<file path="src/hw/rtl/lfu_pkg.sv">
// package for the lfu cache table: word types, sizes and codes
`timescale 1ns / 1ps

package lfu_pkg;

    // table geometry
    localparam int CAPACITY = 16;
    localparam int IDX_W    = (CAPACITY > 1) ? $clog2(CAPACITY) : 1;
    localparam int OCC_W    = $clog2(CAPACITY + 1);
    localparam int CFG_W    = 5;
    localparam int CNT_W    = 32;
    localparam int STAMP_W  = 48;
    localparam int DATA_W   = 32;

    // configuration port
    localparam int PADDR_W  = 3;
    localparam int PDATA_W  = 32;
    localparam int REG_W    = PADDR_W - 2;
    localparam logic [REG_W-1:0] REG_CAPACITY = REG_W'(0);
    localparam logic [CFG_W-1:0] CAP_RESET    = CFG_W'(16);

    // request codes
    localparam logic CMD_GET = 1'b0;
    localparam logic CMD_PUT = 1'b1;

    // request word
    typedef struct packed {
        logic                     command;
        logic signed [DATA_W-1:0] key;
        logic signed [DATA_W-1:0] value;
    } t_req;

    // response word
    typedef struct packed {
        logic                     hit;
        logic signed [DATA_W-1:0] read_value;
    } t_rsp;

endpackage

</file>
<file path="src/hw/rtl/lfu_cache_table.sv">
// An accepted request passes through the scan and write-back states; the result is strobed
// on o_valid after write-back. Busy blocks new requests and is low again in the result cycle.
// The scan visits one table entry a cycle through a single key/count/stamp comparator,
// then the write-back state updates the chosen entry.
// Synchronous active-low reset clears all valid bits, occupancy, the recency stamp
// and sets r_cap to 16; no clearing pass is needed. Results cannot be stalled.
`timescale 1ns / 1ps

module lfu_cache_table
    import lfu_pkg::*;
(
    input  logic               i_clk,
    input  logic               i_rst_n,
    // request side
    input  logic               start,
    output logic               busy,
    input  t_req               i_req,
    // result side
    output logic               o_valid,
    output t_rsp               o_rsp,
    // configuration port
    input  logic               psel,
    input  logic               penable,
    input  logic               pwrite,
    input  logic [PADDR_W-1:0] paddr,
    input  logic [PDATA_W-1:0] pwdata,
    output logic [PDATA_W-1:0] prdata,
    output logic               pready
);

    // sequencer states
    localparam logic [1:0] S_IDLE  = 2'd0;
    localparam logic [1:0] S_SCAN  = 2'd1;
    localparam logic [1:0] S_WRITE = 2'd2;

    localparam logic [IDX_W-1:0] IDX_LAST = IDX_W'(CAPACITY - 1);

    // table storage
    logic [CAPACITY-1:0]  r_valid;
    logic [DATA_W-1:0]    r_key   [CAPACITY];
    logic [DATA_W-1:0]    r_value [CAPACITY];
    logic [CNT_W-1:0]     r_count [CAPACITY];
    logic [STAMP_W-1:0]   r_stamp_tab [CAPACITY];

    // control and bookkeeping
    logic [1:0]           r_state, n_state;
    logic [IDX_W-1:0]     r_idx;
    logic [OCC_W-1:0]     r_occ;
    logic [STAMP_W-1:0]   r_stamp;
    logic [CFG_W-1:0]     r_cap;
    t_req                 r_req;

    // scan findings
    logic                 r_hit;
    logic [IDX_W-1:0]     r_hit_idx;
    logic [DATA_W-1:0]    r_hit_val;
    logic [CNT_W-1:0]     r_hit_cnt;
    logic                 r_vic_found;
    logic [IDX_W-1:0]     r_vic_idx;
    logic [CNT_W-1:0]     r_vic_cnt;
    logic [STAMP_W-1:0]   r_vic_stamp;
    logic                 r_free_found;
    logic [IDX_W-1:0]     r_free_idx;

    // output register
    logic                 r_out_valid;
    t_rsp                 r_rsp;

    logic                 accept;
    logic                 cfg_wr;
    logic                 e_valid;
    logic [DATA_W-1:0]    e_key;
    logic [CNT_W-1:0]     e_cnt;
    logic [STAMP_W-1:0]   e_stamp;
    logic                 match;
    logic                 better;
    logic                 is_free;
    logic [OCC_W-1:0]     cap_eff;
    logic                 is_put;
    logic                 upd;
    logic                 ins;
    logic                 evict;
    logic [IDX_W-1:0]     ins_slot;
    logic                 occ_inc;
    logic [CNT_W-1:0]     cnt_inc;

    assign accept = start && (r_state == S_IDLE);
    assign busy   = (r_state != S_IDLE);
    assign cfg_wr = psel && penable && pwrite && pready &&
                    (paddr[PADDR_W-1:2] == REG_CAPACITY);

    // configuration read back
    assign pready = 1'b1;
    always_comb begin
        prdata = '0;
        if (paddr[PADDR_W-1:2] == REG_CAPACITY) begin
            prdata = PDATA_W'(r_cap);
        end
    end

    // entry under the scan pointer
    assign e_valid = r_valid[r_idx];
    assign e_key   = r_key[r_idx];
    assign e_cnt   = r_count[r_idx];
    assign e_stamp = r_stamp_tab[r_idx];

    // shared comparator: key match, victim order, first free slot
    assign match   = e_valid && !r_hit && (e_key == r_req.key);
    assign better  = e_valid && (!r_vic_found || (e_cnt < r_vic_cnt) ||
                     ((e_cnt == r_vic_cnt) && (e_stamp < r_vic_stamp)));
    assign is_free = !e_valid && !r_free_found;

    // write-back decision
    always_comb begin
        if (32'(r_cap) > 32'(CAPACITY)) begin
            cap_eff = OCC_W'(CAPACITY);
        end else begin
            cap_eff = OCC_W'(r_cap);
        end
        is_put   = (r_req.command == CMD_PUT);
        upd      = r_hit && !(is_put && (cap_eff == '0));
        evict    = (r_occ >= cap_eff) && r_vic_found;
        ins      = is_put && !r_hit && (cap_eff != '0) && (evict || r_free_found);
        ins_slot = evict ? r_vic_idx : r_free_idx;
        occ_inc  = ins && !evict;
        cnt_inc  = (r_hit_cnt == '1) ? r_hit_cnt : r_hit_cnt + CNT_W'(1);
    end

    // sequencer next state
    always_comb begin
        n_state = r_state;
        unique case (r_state)
            S_IDLE: begin
                if (accept) begin
                    n_state = S_SCAN;
                end
            end
            S_SCAN: begin
                if (r_idx == IDX_LAST) begin
                    n_state = S_WRITE;
                end
            end
            S_WRITE: begin
                n_state = S_IDLE;
            end
            default: begin
                n_state = S_IDLE;
            end
        endcase
    end

    // control registers
    always_ff @(posedge i_clk) begin
        if (!i_rst_n) begin
            r_state     <= S_IDLE;
            r_valid     <= '0;
            r_occ       <= '0;
            r_stamp     <= '0;
            r_cap       <= CAP_RESET;
            r_out_valid <= 1'b0;
        end else begin
            r_state     <= n_state;
            r_out_valid <= (r_state == S_WRITE);
            if (cfg_wr) begin
                r_cap <= pwdata[CFG_W-1:0];
            end
            if (r_state == S_WRITE) begin
                if (ins) begin
                    r_valid[ins_slot] <= 1'b1;
                end
                if (occ_inc) begin
                    r_occ <= r_occ + OCC_W'(1);
                end
                if (upd || ins) begin
                    r_stamp <= r_stamp + STAMP_W'(1);
                end
            end
        end
    end

    // scan pointer and findings
    always_ff @(posedge i_clk) begin
        if (!i_rst_n) begin
            r_idx        <= '0;
            r_hit        <= 1'b0;
            r_vic_found  <= 1'b0;
            r_free_found <= 1'b0;
        end else if (accept) begin
            r_idx        <= '0;
            r_hit        <= 1'b0;
            r_vic_found  <= 1'b0;
            r_free_found <= 1'b0;
        end else if (r_state == S_SCAN) begin
            r_idx <= r_idx + IDX_W'(1);
            if (match) begin
                r_hit <= 1'b1;
            end
            if (better) begin
                r_vic_found <= 1'b1;
            end
            if (is_free) begin
                r_free_found <= 1'b1;
            end
        end
    end

    // scan payload
    always_ff @(posedge i_clk) begin
        if (accept) begin
            r_req <= i_req;
        end
        if (r_state == S_SCAN) begin
            if (match) begin
                r_hit_idx <= r_idx;
                r_hit_val <= r_value[r_idx];
                r_hit_cnt <= e_cnt;
            end
            if (better) begin
                r_vic_idx   <= r_idx;
                r_vic_cnt   <= e_cnt;
                r_vic_stamp <= e_stamp;
            end
            if (is_free) begin
                r_free_idx <= r_idx;
            end
        end
    end

    // table write-back
    always_ff @(posedge i_clk) begin
        if (r_state == S_WRITE) begin
            if (upd) begin
                r_count[r_hit_idx]     <= cnt_inc;
                r_stamp_tab[r_hit_idx] <= r_stamp;
                if (is_put) begin
                    r_value[r_hit_idx] <= r_req.value;
                end
            end else if (ins) begin
                r_key[ins_slot]       <= r_req.key;
                r_value[ins_slot]     <= r_req.value;
                r_count[ins_slot]     <= CNT_W'(1);
                r_stamp_tab[ins_slot] <= r_stamp;
            end
        end
    end

    // result word
    always_ff @(posedge i_clk) begin
        if (r_state == S_WRITE) begin
            r_rsp.hit        <= r_hit;
            r_rsp.read_value <= r_hit ? r_hit_val : '0;
        end
    end

    assign o_valid = r_out_valid;
    assign o_rsp   = r_rsp;

endmodule

</file>
<file path="config.mk">
export PLATFORM = sky130hd
export DESIGN_NAME = lfu_cache_table
export DESIGN_NICKNAME = d
export VERILOG_FILES = /design/src/hw/rtl/lfu_pkg.sv /design/src/hw/rtl/lfu_cache_table.sv
export SDC_FILE = /design/constraint.sdc
export NUM_CORES = 2
export LEC_CHECK = 0
export BUFFER_PORTS_ARGS = -buffer_cell sky130_fd_sc_hd__buf_2
export CORE_ASPECT_RATIO = 1.4
export CORE_UTILIZATION = 56
export CTS_CLUSTER_SIZE = 20
export DETAILED_ROUTE_END_ITERATION = 16
export HOLD_SLACK_MARGIN = 0.03
export PLACE_DENSITY = 0.75
export REMOVE_ABC_BUFFERS = 1
export SLEW_MARGIN = 30
export SYNTH_ARGS = -nofsm -noshare
export SYNTH_HDL_FRONTEND = slang
export SYNTH_SLANG_ARGS = --single-unit
</file>
<file path="constraint.sdc">
create_clock -name i_clk -period 6.7 [get_ports i_clk]
set_input_delay 0.335 -clock i_clk [delete_from_list [all_inputs] [get_ports i_clk]]
set_output_delay 0.335 -clock i_clk [all_outputs]
set_load 0.1 [all_outputs]
</file>
==> results.txt <==
- Max Fanout on Critical Path: 43
* DRC errors left: 0
- Number of antenna-violating nets in the routed design: 0
* Violation count after the first detailed-route iteration: 5629
- The synthesized netlist devotes 1.07% of its cell area to adder and majority cells.
- First-pass GRT wire length: 334000 um
- Sequential area share after synthesis: 76.5%
* Detailed-route wire length per cell: 29.6 um
- Max Freq: 168 MHz
- CTS tree: yes
* Class of the worst hold path: in2reg
* Standard-cell rows: 185
* Clk pin slew, worst setup/hold paths: 60 ps
- FF+latch count, synth: 2646
* Worst slack at placement: 582 ps
- Simple-Gate Fraction of Synth Area: 2.62%
* Worst Reg2Reg Path Length in Cells: 14
* Req. time, crit path: 7260 ps
* Die Y-Extent: 509 um
- Post-Syn Instances: 4681
- Area share of the leading cell type in the synthesized netlist: 74.8%
- The portion of synthesized area spent on multiplexers is 15.8%.
- Primary FF master, synth: sky130_fd_sc_hd__edfxtp_1
- Ranked by total cell area, the synthesized netlist is headed by sky130_fd_sc_hd__edfxtp_1 (75%), sky130_fd_sc_hd__mux4_2 (15%), sky130_fd_sc_hd__dfxtp_1 (1.7%).
- The number of hold buffers added after CTS was 75.
- Synth async-reset ratio: 0%
- Critical path launch point type: register
- For the pin with the worst max-slew slack, the measured transition is 1010 ps.
- Count of warnings emitted by yosys: 0
- Once the clock tree was built, the resizer swapped 0 gates to a different size.
- Worst-case vdd ir drop: 0.328 mV
- The final hold violation count was 0.
- Overall die area: 185000 sq um
- Power comes to 32.4 mW.
* Final count of negative-setup-slack endpoints: 0
- STA puts the critical path data arrival time at 6500 ps.
- By count the netlist is led by sky130_fd_sc_hd__edfxtp_1 (2558), sky130_fd_sc_hd__mux4_2 (677), sky130_fd_sc_hd__nor2_1 (118).
- For hold timing, the worst endpoint is r_cap[4].
- After the last flow step, the layout net total stands at 5230.
- Pwr/cell area: 281 nW/um^2
* Max clock buf depth: 3
* Core occupancy in the finished layout: 63.6%
- In this run the cell area of the synthesized design comes to 103000 sq um.
* Launch point of the worst hold path: i_rst_n
* Total GRT Usage: 24.9%
* Fraction of final layout cells with drive strength greater than 1: 26.0%
* Hold WS: 83.3 ps
- After clock tree synthesis, the setup repair step added 0 buffers.
- Dominant combinational cell family by area after synthesis: multiplexers
* Xor and xnor area share after synthesis: 0.913%
- The smallest clock period supported by the final layout is computed as 5940 ps.
* Non-Filler Instances: 7668
- Final design instance area without fill: 115000 sq um
- Layout area overhead: 12.5%
- Number of buffers inserted by port buffering: 116
* Ports: 174
* Vias in the first global route: 50700
- Max-slew violations: 0
- Endpoint class of the critical path: register
- Entering global routing, the biggest net connects 81 pins.
* Crit Reg-Reg Endpoint: r_vic_cnt[8]
- The total area inside the core boundary comes to 182000 sq um.
- Routability-driven placement finished with a final weighted congestion of 0.797.
- The analysis attributes to cell leakage a power of 36.5 nW.
* Latest clock arrival within the worst-skew pair: 910 ps
- Register-to-register setup slack: 760 ps
* Post-Route Skew: 89.3 ps
- Final setup TNS: 0 ps
- The largest individual stage delay along the critical path comes from the cell sky130_fd_sc_hd__a2111oi_1.
- Final critical-path setup slack: 762 ps
- Via density per instance: 6.37
* Max transition margin: 32.9%
* Setup repair after global routing missed its margin: false
- Top cell type by total area after synthesis: sky130_fd_sc_hd__edfxtp_1
- Sum of routed wire length over all layers: 227000 um
- Root cell of the clock tree: sky130_fd_sc_hd__clkbuf_16
* EDFF count, synth: 2558
* First-pass iteration count of the detailed router: 5
* Status: finished clean
- Most instantiated library cell after synthesis: sky130_fd_sc_hd__edfxtp_1
- Cts bufs inserted: 225
* Fin crit share: 88.6%
- Average instance area after synthesis: 21.9 sq um
* Num Clock Sinks: 2646
- The netlist uses 75 different library cells.
- Die width: 364 um
* Number of cells on the worst hold path: 3
* Global route overflow: 0
* Routed via count: 48900
- The tool flagged a number of max-cap violations equal to 0.
* Estimated wirelength of the detail-placed design: 117000 um
* Number of levels the H-tree was split into: 4
- Once placement completed, the tool counted placed cells totaling 7164.
* Placed Area: 107000 sq um
- The initial antenna violation count came to 4.
- Share of the synthesized area in compound gates (AO/OA/AOI/OAI): 1.55%
* Cell Chain, Critical Path: buf_4 -> buf_12 -> mux4_2 -> mux4_2 -> ha_1 -> nand4_1 -> nor2_1 -> nand2_1 -> a2111oi_1 -> o221ai_1 -> a21oi_1 -> o41ai_1 -> nand2_4 -> buf_12
- For this configuration, the core starts out at a cell density of 56.5%.
- Type of the setup path with the least slack: reg2reg
- The largest single stage delay on the critical path is 770 ps.
==> worst max-delay path by stage <==
| stage | startpoint | end | slack (ps) | cells after the start |
|---|---|---|---|---|
| finish | register | r_vic_cnt[8] | 760 | 14 |
| global route | register | r_vic_cnt[21] | 610 | 13 |
| CTS | register | r_vic_cnt[9] | 580 | 14 |
| detailed placement | register | r_vic_stamp[11] | 580 | 14 |
| global placement | register | r_vic_cnt[10] | 730 | 14 |
| floorplan | register | r_hit_cnt[0] | -18370 | 6 |
==> layout make-up <==
cell class	count	area [sq um]
multi-input cells	1728	22900
inverters	101	379
repair buffers	334	2930
well taps	2431	3040
fillers	11600	66200
flip-flops and latches	2646	78600
diodes	3	7.51
clock inverters	150	1740
clock buffers	275	5890
==> power breakdown <==
part | internal [mW] | switching (mW) | leakage (nW)
clock | 7.43 | 5.99 | 3.68
sequential | 18.0 | 0.121 | 24.2
combinational | 0.447 | 0.452 | 8.61
==> layout by cell type, fill, tap and decap left out, types with 50 or more instances in the layout <==
cell type,synthesis,routed
sky130_fd_sc_hd__a21oi_1,51,51
sky130_fd_sc_hd__buf_2,58,116
sky130_fd_sc_hd__buf_4,41,100
sky130_fd_sc_hd__clkbuf_16,0,226
sky130_fd_sc_hd__dfxtp_1,88,79
sky130_fd_sc_hd__dlygate4sd3_1,0,75
sky130_fd_sc_hd__edfxtp_1,2558,2558
sky130_fd_sc_hd__ha_1,88,88
sky130_fd_sc_hd__inv_1,99,99
sky130_fd_sc_hd__mux2i_1,84,84
sky130_fd_sc_hd__mux4_2,677,677
sky130_fd_sc_hd__nand2_1,87,86
sky130_fd_sc_hd__nor2_1,118,95
sky130_fd_sc_hd__xnor2_1,57,57
sky130_fd_sc_hd__xor2_1,50,50
==> logic make-up (layout without fill, tap and decap cells) <==
logic type,Yosys count,count (layout)
flops,2646,2646
mux,766,766
simple gates,506,506
buf+inv,333,860
compound gates,233,233
xor+xnor,107,107
fa+ha+maj,88,88
other cells,2,31
==> registers in the layout, indices dropped and copies added, names as in the netlist, 32 cells and up, named ones only <==
name and cells:
r_value 512, r_vic_cnt 32, r_req 64, r_key 512, o_rsp 33, r_count 512
r_stamp 48, r_stamp_tab 768, r_hit_val 32, r_hit_cnt 32, r_vic_stamp 48
==> worst max-delay path: cells and delay by family (launching register included) <==
family,cells,cell delay (ps)
AO/OA/AOI/OAI,4,1400
multiplexers,2,1130
AND/OR/NAND/NOR,4,1020
buffers and inverters,3,950
flip-flops,1,690
adder cells (fa/ha/maj),1,330
==> layer usage <==
| metal | GRT usage, % | share of wire [%] | routed length [um] | vias up |
|---|---|---|---|---|
| met1 | 33.2 | 38 | 86000 | 26000 |
| met3 | 3.76 | 7.0 | 15800 | 397 |
| met5 | 0 | 0.012 | 27 | - |
| met2 | 42.8 | 52 | 119000 | 2308 |
| met4 | 7.47 | 2.6 | 5940 | 4 |
| li1 | - | - | - | 20200 |
(Power assumes the default switching activity.)
